--- config.mk ---
export PLATFORM = sky130hd
export DESIGN_NAME = kti_controller
export DESIGN_NICKNAME = d
export VERILOG_FILES = /design/src/design/kti_pkg.sv /design/src/design/kti_controller.sv
export SDC_FILE = /design/constraint.sdc
export NUM_CORES = 1
export LEC_CHECK = 0
export ABC_CLOCK_PERIOD_IN_PS = 1800
export BUFFER_PORTS_ARGS = -buffer_cell sky130_fd_sc_hd__buf_4
export CAP_MARGIN = 20
export CORE_MARGIN = 2
export CORE_UTILIZATION = 49
export DETAILED_ROUTE_END_ITERATION = 12
export PLACE_DENSITY_LB_ADDON = 0.08
export SYNTH_ARGS = -nofsm -noshare
export SYNTH_HDL_FRONTEND = slang
export SYNTH_SLANG_ARGS = --single-unit
--- constraint.sdc ---
create_clock -name clk -period 1.8 [get_ports clk]
set_input_delay 0 -clock clk [delete_from_list [all_inputs] [get_ports clk]]
set_output_delay 0 -clock clk [all_outputs]
set_load 0.01 [all_outputs]
--- src/design/kti_pkg.sv ---
// kti_pkg: shared types and codes for the keyframe track interpolator
// holds sizes, command codes, the keyframe record and the controller/datapath bundles
// no dependencies
`default_nettype none

package kti_pkg;

    // store sizes, tied to the 2-bit track and 3-bit slot fields
    localparam int MAX_FRAMES = 8;
    localparam int TRACKS     = 4;

    // track counter, frame counter and frame count widths
    localparam int TW = (TRACKS > 1) ? $clog2(TRACKS) : 1;
    localparam int IW = $clog2(MAX_FRAMES);
    localparam int NW = $clog2(MAX_FRAMES + 1);

    typedef enum logic [1:0] {
        CMD_LOAD_KEY  = 2'd0,
        CMD_SET_COUNT = 2'd1,
        CMD_EVAL_SET  = 2'd2,
        CMD_EVAL_ADD  = 2'd3
    } cmd_code_t;

    // component order inside a keyframe record
    localparam logic [1:0] COMP_TIME  = 2'd0;
    localparam logic [1:0] COMP_X     = 2'd1;
    localparam logic [1:0] COMP_Y     = 2'd2;
    localparam logic [1:0] COMP_ANGLE = 2'd3;

    // time, x, y, angle
    typedef logic [3:0][31:0] frame_t;

    // controller to datapath
    typedef struct packed {
        logic wr_key;
        logic wr_count;
        logic latch_eval;
        logic rd_issue;
        logic shift_frame;
        logic clr_res;
        logic take_cur;
        logic div_init;
        logic div_step;
        logic div_first;
        logic lerp_mul;
        logic lerp_add;
        logic set_acc;
        logic add_mul;
        logic add_acc;
        logic out_load;
        logic out_last;
    } dp_cmd_t;

    // datapath to controller
    typedef struct packed {
        logic hit;
    } dp_status_t;

endpackage

`default_nettype wire

--- src/design/kti_controller.sv ---
// kti_controller: sequencer for load, count and evaluate commands
// walks tracks and keyframes and issues datapath commands; depends on kti_pkg
`default_nettype none

module kti_controller #(
    parameter int MAX_FRAMES = 8,
    parameter int TRACKS     = 4,
    parameter int TW         = 2,
    parameter int IW         = 3,
    parameter int NW         = 4
) (
    input  wire logic                clk,
    input  wire logic                rst_n,
    input  wire logic                in_valid,
    output logic                     in_stall,
    input  wire logic [1:0]          cmd,
    output logic                     out_valid,
    input  wire logic                out_stall,
    input  wire kti_pkg::dp_status_t dp_status,
    input  wire logic [NW-1:0]       frames,
    output kti_pkg::dp_cmd_t         dp_cmd,
    output logic [TW-1:0]            trk,
    output logic [IW-1:0]            idx,
    output logic [1:0]               comp
);

    typedef enum logic [11:0] {
        S_IDLE  = 12'b0000_0000_0001,
        S_START = 12'b0000_0000_0010,
        S_READ  = 12'b0000_0000_0100,
        S_LATCH = 12'b0000_0000_1000,
        S_CHECK = 12'b0000_0001_0000,
        S_DIV   = 12'b0000_0010_0000,
        S_MUL   = 12'b0000_0100_0000,
        S_LERP  = 12'b0000_1000_0000,
        S_ACC   = 12'b0001_0000_0000,
        S_AMUL  = 12'b0010_0000_0000,
        S_AADD  = 12'b0100_0000_0000,
        S_OUT   = 12'b1000_0000_0000
    } state_t;

    state_t        state_reg, state_next;
    logic [TW-1:0] trk_reg, trk_next;
    logic [IW-1:0] idx_reg, idx_next;
    logic [1:0]    comp_reg, comp_next;
    logic [4:0]    div_reg, div_next;
    logic          add_mode_reg, add_mode_next;
    logic          out_valid_reg;
    logic          accept;
    logic          out_free;
    logic          trk_last;

    assign accept   = in_valid && !in_stall;
    assign in_stall = (state_reg != S_IDLE);
    assign out_free = !out_valid_reg || !out_stall;
    assign trk_last = (trk_reg == TW'(TRACKS - 1));

    always_comb
    begin
        state_next    = state_reg;
        trk_next      = trk_reg;
        idx_next      = idx_reg;
        comp_next     = comp_reg;
        div_next      = div_reg;
        add_mode_next = add_mode_reg;
        dp_cmd        = '0;
        unique case (state_reg)
            S_IDLE:
            begin
                if (accept)
                begin
                    unique case (kti_pkg::cmd_code_t'(cmd))
                        kti_pkg::CMD_LOAD_KEY:  dp_cmd.wr_key = 1'b1;
                        kti_pkg::CMD_SET_COUNT: dp_cmd.wr_count = 1'b1;
                        kti_pkg::CMD_EVAL_SET,
                        kti_pkg::CMD_EVAL_ADD:
                        begin
                            dp_cmd.latch_eval = 1'b1;
                            add_mode_next     = (cmd == kti_pkg::CMD_EVAL_ADD);
                            trk_next          = '0;
                            state_next        = S_START;
                        end
                        default: ;
                    endcase
                end
            end
            S_START:
            begin
                if (frames == '0)
                begin
                    dp_cmd.clr_res = 1'b1;
                    state_next     = S_ACC;
                end
                else
                begin
                    idx_next   = '0;
                    state_next = S_READ;
                end
            end
            S_READ:
            begin
                dp_cmd.rd_issue = 1'b1;
                state_next      = S_LATCH;
            end
            S_LATCH:
            begin
                dp_cmd.shift_frame = 1'b1;
                state_next         = S_CHECK;
            end
            S_CHECK:
            begin
                if (idx_reg == '0)
                begin
                    if (frames == NW'(1))
                    begin
                        dp_cmd.take_cur = 1'b1;
                        state_next      = S_ACC;
                    end
                    else
                    begin
                        idx_next   = IW'(1);
                        state_next = S_READ;
                    end
                end
                else if (dp_status.hit)
                begin
                    dp_cmd.div_init = 1'b1;
                    div_next        = '0;
                    state_next      = S_DIV;
                end
                else if (NW'(idx_reg) == frames - NW'(1))
                begin
                    dp_cmd.take_cur = 1'b1;
                    state_next      = S_ACC;
                end
                else
                begin
                    idx_next   = idx_reg + IW'(1);
                    state_next = S_READ;
                end
            end
            S_DIV:
            begin
                dp_cmd.div_step  = 1'b1;
                dp_cmd.div_first = (div_reg == '0);
                div_next         = div_reg + 5'd1;
                if (div_reg == 5'd16)
                begin
                    comp_next  = kti_pkg::COMP_X;
                    state_next = S_MUL;
                end
            end
            S_MUL:
            begin
                dp_cmd.lerp_mul = 1'b1;
                state_next      = S_LERP;
            end
            S_LERP:
            begin
                dp_cmd.lerp_add = 1'b1;
                if (comp_reg == kti_pkg::COMP_ANGLE)
                    state_next = S_ACC;
                else
                begin
                    comp_next  = comp_reg + 2'd1;
                    state_next = S_MUL;
                end
            end
            S_ACC:
            begin
                if (add_mode_reg)
                begin
                    comp_next  = kti_pkg::COMP_X;
                    state_next = S_AMUL;
                end
                else
                begin
                    dp_cmd.set_acc = 1'b1;
                    state_next     = S_OUT;
                end
            end
            S_AMUL:
            begin
                dp_cmd.add_mul = 1'b1;
                state_next     = S_AADD;
            end
            S_AADD:
            begin
                dp_cmd.add_acc = 1'b1;
                if (comp_reg == kti_pkg::COMP_ANGLE)
                    state_next = S_OUT;
                else
                begin
                    comp_next  = comp_reg + 2'd1;
                    state_next = S_AMUL;
                end
            end
            S_OUT:
            begin
                if (out_free)
                begin
                    dp_cmd.out_load = 1'b1;
                    dp_cmd.out_last = trk_last;
                    if (trk_last)
                        state_next = S_IDLE;
                    else
                    begin
                        trk_next   = trk_reg + TW'(1);
                        state_next = S_START;
                    end
                end
            end
            default: state_next = S_IDLE;
        endcase
    end

    always_ff @(posedge clk or negedge rst_n)
    begin
        if (!rst_n)
        begin
            state_reg     <= S_IDLE;
            trk_reg       <= '0;
            idx_reg       <= '0;
            comp_reg      <= '0;
            div_reg       <= '0;
            add_mode_reg  <= 1'b0;
            out_valid_reg <= 1'b0;
        end
        else
        begin
            state_reg    <= state_next;
            trk_reg      <= trk_next;
            idx_reg      <= idx_next;
            comp_reg     <= comp_next;
            div_reg      <= div_next;
            add_mode_reg <= add_mode_next;
            if (dp_cmd.out_load)
                out_valid_reg <= 1'b1;
            else if (!out_stall)
                out_valid_reg <= 1'b0;
        end
    end

    assign out_valid = out_valid_reg;
    assign trk       = trk_reg;
    assign idx       = idx_reg;
    assign comp      = comp_reg;

    a_state_onehot: assert property (@(posedge clk) disable iff (!rst_n)
        $onehot(state_reg))
        else $error("controller state not one-hot");

    a_no_overwrite: assert property (@(posedge clk) disable iff (!rst_n)
        dp_cmd.out_load |-> !(out_valid_reg && out_stall))
        else $error("output register overwritten while stalled");

    a_idx_in_range: assert property (@(posedge clk) disable iff (!rst_n)
        (state_reg == S_CHECK) |-> (NW'(idx_reg) < frames))
        else $error("frame index beyond frame count");

    a_div_len: assert property (@(posedge clk) disable iff (!rst_n)
        (state_reg == S_DIV && div_reg == 5'd16) |=> (state_reg == S_MUL))
        else $error("divider did not finish after 17 steps");

endmodule

`default_nettype wire
==> flow_summary.yaml <==
grt:
  grt_pass1_wl_um: 8640
  use_met3: 0.0243
  grt_overflow: 0
  top_usage_layer: "met2"
  grt_usage: 0.262
  grt_max_degree: 27
  use_met1: 0.339
  antenna_found_initial: 0
  grt_pass1_vias: 1870
  globalRouteMet2Util: 0.456
finish:
  num_antenna_cells: 0
  final_area_um2: 2900
  mostFrequentLayoutCell: "buf_4"
  layout.cells.non_filler: 339
  nets: 311
  largest_reg_flops: 12
  nFillCells: 224
  fin_util: 0.803
  drive_gt1_frac: 0.502
  layout_common_cells: "71 x buf_4, 21 x buf_6, 20 x dfrtp_1"
  syn_to_final_growth_pct: 58.9
drt:
  drtAntennaViolNets: 0
  route.detailed.drc: 0
  num_vias: 1993
  drtIter0Drc: 160
  via_per_inst: 5.88
  firstDrtPassIters: 4
  avgRoutedWirePerCell_um: 17.6
  wirelength_um: 5970
placed_design:
  placed_area_um2: 2350
  dp_cells: 309
  portBuffers: 36
  gp_congestion: 0.867
  hpwl_um: 3630
sta:
  worst_slack_ns: -0.155
  rsz0062_at_grt: "yes"
  slew_headroom: 0.694
  fin_crit_sh: 1.09
  slew_violations: 0
  clock_skew_ns: 0.00660
  finalHoldViolCount: 0
  worst_pin_slew_ns: 0.460
  fin_crit_ns: 1.95
  finalSetupViolCount: 21
  fmax_mhz: 512
synth:
  ys_ff_latch: 26
  synthCells: 204
  yosys.cell_types.count: 51
  async_flop_share: 1.00
  synth_edf_count: 0
  synthFlopType: "dfrtp_1"
  synth_area_per_cell_um2: 8.94
  syn-num-nets: 223
  syn_area_um2: 1820
  yosys_warnings: 0
  seq_area_frac_synth: 0.358
worst_setup_path:
  crit_chain: "nor4_4 -> buf_6 -> nand4_4 -> buf_6 -> a21oi_4 -> and2_4 -> buf_6"
  r2r_end: "idx[1]$_DFFE_PN0P_"
  worstSetupPathType: "reg2out"
  worst-path-stages: 7
  critical-path-max-stage-delay_ns: 0.42
  cp-end-kind: "primary output"
  worst_path_most_repeated_cell: "buf_6"
  slowest_stage: "dfrtp_1"
  crit_fanout: 4
  cp-endpoint: "dp_cmd[0]"
  startpoint_type: "flop"
  reg2regPathDepth: 6
  arrival_ns: 1.95
  reg2reg_slack_ns: -0.12
  cp.required_ns: 1.80
  worstReg2RegStart: "state_reg[7]$_DFFE_PN0P_"
  crit_buf_inv: 3
  crit_start: "state_reg[2]$_DFFE_PN0P_"
  crit_family: "simple AND/OR/NAND/NOR gates"
die:
  rows: 22
  chipHeight_um: 65.0
  start_util: 0.506
  die_w_um: 65.0
  dieArea_um2: 4220
  core_um2: 3610
  io_pins: 37
power:
  switching_share: 0.344
  clkPwrFrac: 0.197
  p_comb_frac: 0.436
  seqPwrFrac: 0.368
  p_sw_uw: 667
  ir_drop_mv: 0.470
  p_per_area_nw_per_um2: 670
  cellLeakagePower_uw: 0.00135
  p_int_uw: 1270
clock_network:
  cts_tree: "built"
  numCtsBuffers: 3
  cts.clk_slew.worst_paths_ns: 0.09
  htree_levels: 1
  clock-sinks: 26
  cts_buffer_depth: 2
  clock-root-buffer: "clkbuf_8"
  clk_latency_ns: 0.27
worst_hold_path:
  worstHoldPathType: "in2reg"
job:
  cap_violations: 0
status:
  status: "finished with violations"
  failed_checks: "setup timing"
==> cells by family (layout without fill, tap and decap cells) <==
family / count (synthesis) / in the layout / share of synthesized area
simple gates: 91 / 91 / 0.316
compound gates: 37 / 37 / 0.135
mux: 3 / 3 / 0.0172
xor+xnor: 11 / 11 / 0.0529
flops: 26 / 26 / 0.358
buf+inv: 28 / 115 / 0.0666
fa+ha+maj: 8 / 8 / 0.0549
==> synth_stat cells, types with 3 or more instances <==
cell      number  area [um^2]
nand4_1        7         43.8
xnor2_1        3         26.3
nor4b_1        8         70.1
buf_2          4         20.0
or3_1          3         18.8
o21ai_0        9         45.0
nand2b_1       5         31.3
nor3_1         4         20.0
nor3b_1        8         60.1
nor2b_1        6         37.5
clkbuf_1       4         15.0
a21oi_1        6         30.0
inv_1         17         63.8
a31oi_1        3         18.8
ha_1           8          100
nand3_1        7         35.0
nor2_1        14         52.6
nand2_1       16         60.1
xor2_1         8         70.1
dfrtp_1       25          626
o22ai_1        4         25.0
==> worst min-delay path, stage by stage <==
cell and delay [ns]:
buf_4 0.10, nand2_1 0.10, nand2_1 0.09
==> per-layer routing <==
layer | share of wire | routed length [um] | vias to the layer above
met1 | 0.40 | 2360 | 953
li1 | - | - | 906
met4 | 0.036 | 212 | 0
met2 | 0.50 | 2990 | 109
met5 | 0 | 0 | -
met3 | 0.067 | 398 | 25
==> area by class of cell <==
| type | instances | area, um^2 | share of cell area |
|---|---|---|---|
| Multi-Input combinational cell | 150 | 1270 | 0.438 |
| Timing Repair Buffer | 94 | 790 | 0.273 |
| Sequential cell | 26 | 658 | 0.227 |
| Inverter | 17 | 66.3 | 0.0229 |
| Tap cell | 48 | 60.1 | 0.0207 |
| Clock buffer | 4 | 55.1 | 0.0190 |
==> worst min path at each step <==
stage	from	end	slack [ns]	depth (start not counted)
2_1_floorplan	rst_n	add_mode_reg$_DFFE_PN0P_	-0.30	0
3_3_place_gp	rst_n	idx[2]$_DFFE_PN0P_	-0.07	1
4_1_cts	out_stall	out_valid$_DFFE_PN0P_	0.009	3
3_5_place_dp	rst_n	idx[2]$_DFFE_PN0P_	-0.07	1
5_1_grt	out_stall	trk[0]$_DFFE_PN0P_	0.07	4
6_report	out_stall	out_valid$_DFFE_PN0P_	0.05	3
==> power by group through the flow <==
| stage | sequential, uW | combinational [uW] | clock (uW) |
|---|---|---|---|
| 6_report | 714 | 845 | 382 |
| 5_1_grt | 724 | 903 | 407 |
| 2_1_floorplan | 705 | 352 | 0 |
| 3_5_place_dp | 712 | 587 | 0 |
| 4_1_cts | 706 | 714 | 387 |
| 3_3_place_gp | 706 | 578 | 0 |
==> through the flow <==
| stage | setup TNS, ns | total power (uW) | setup WS, ns | hold slack (ns) |
|---|---|---|---|---|
| finish | -1.54 | 1940 | -0.155 | 0.0483 |
| global placement | -0.0250 | 1280 | -0.0145 | -0.0681 |
| floorplan | -0.0713 | 1060 | -0.0262 | -0.296 |
| global route | -3.80 | 2030 | -0.212 | 0.0745 |
| CTS | -0.576 | 1810 | -0.0842 | 0.00854 |
| detailed placement | -0.0895 | 1300 | -0.0363 | -0.0667 |
==> repair_timing <==
item,in CTS,in global routing
gates cloned,1,0
pin swaps,5,13
gates resized for setup,31,42
endpoints found under the hold margin,27,0
buffers inserted,12,12
hold buffers,2,0
endpoints found under the setup margin,20,32
No activity file was read; power rests on OpenSTA's default activity.
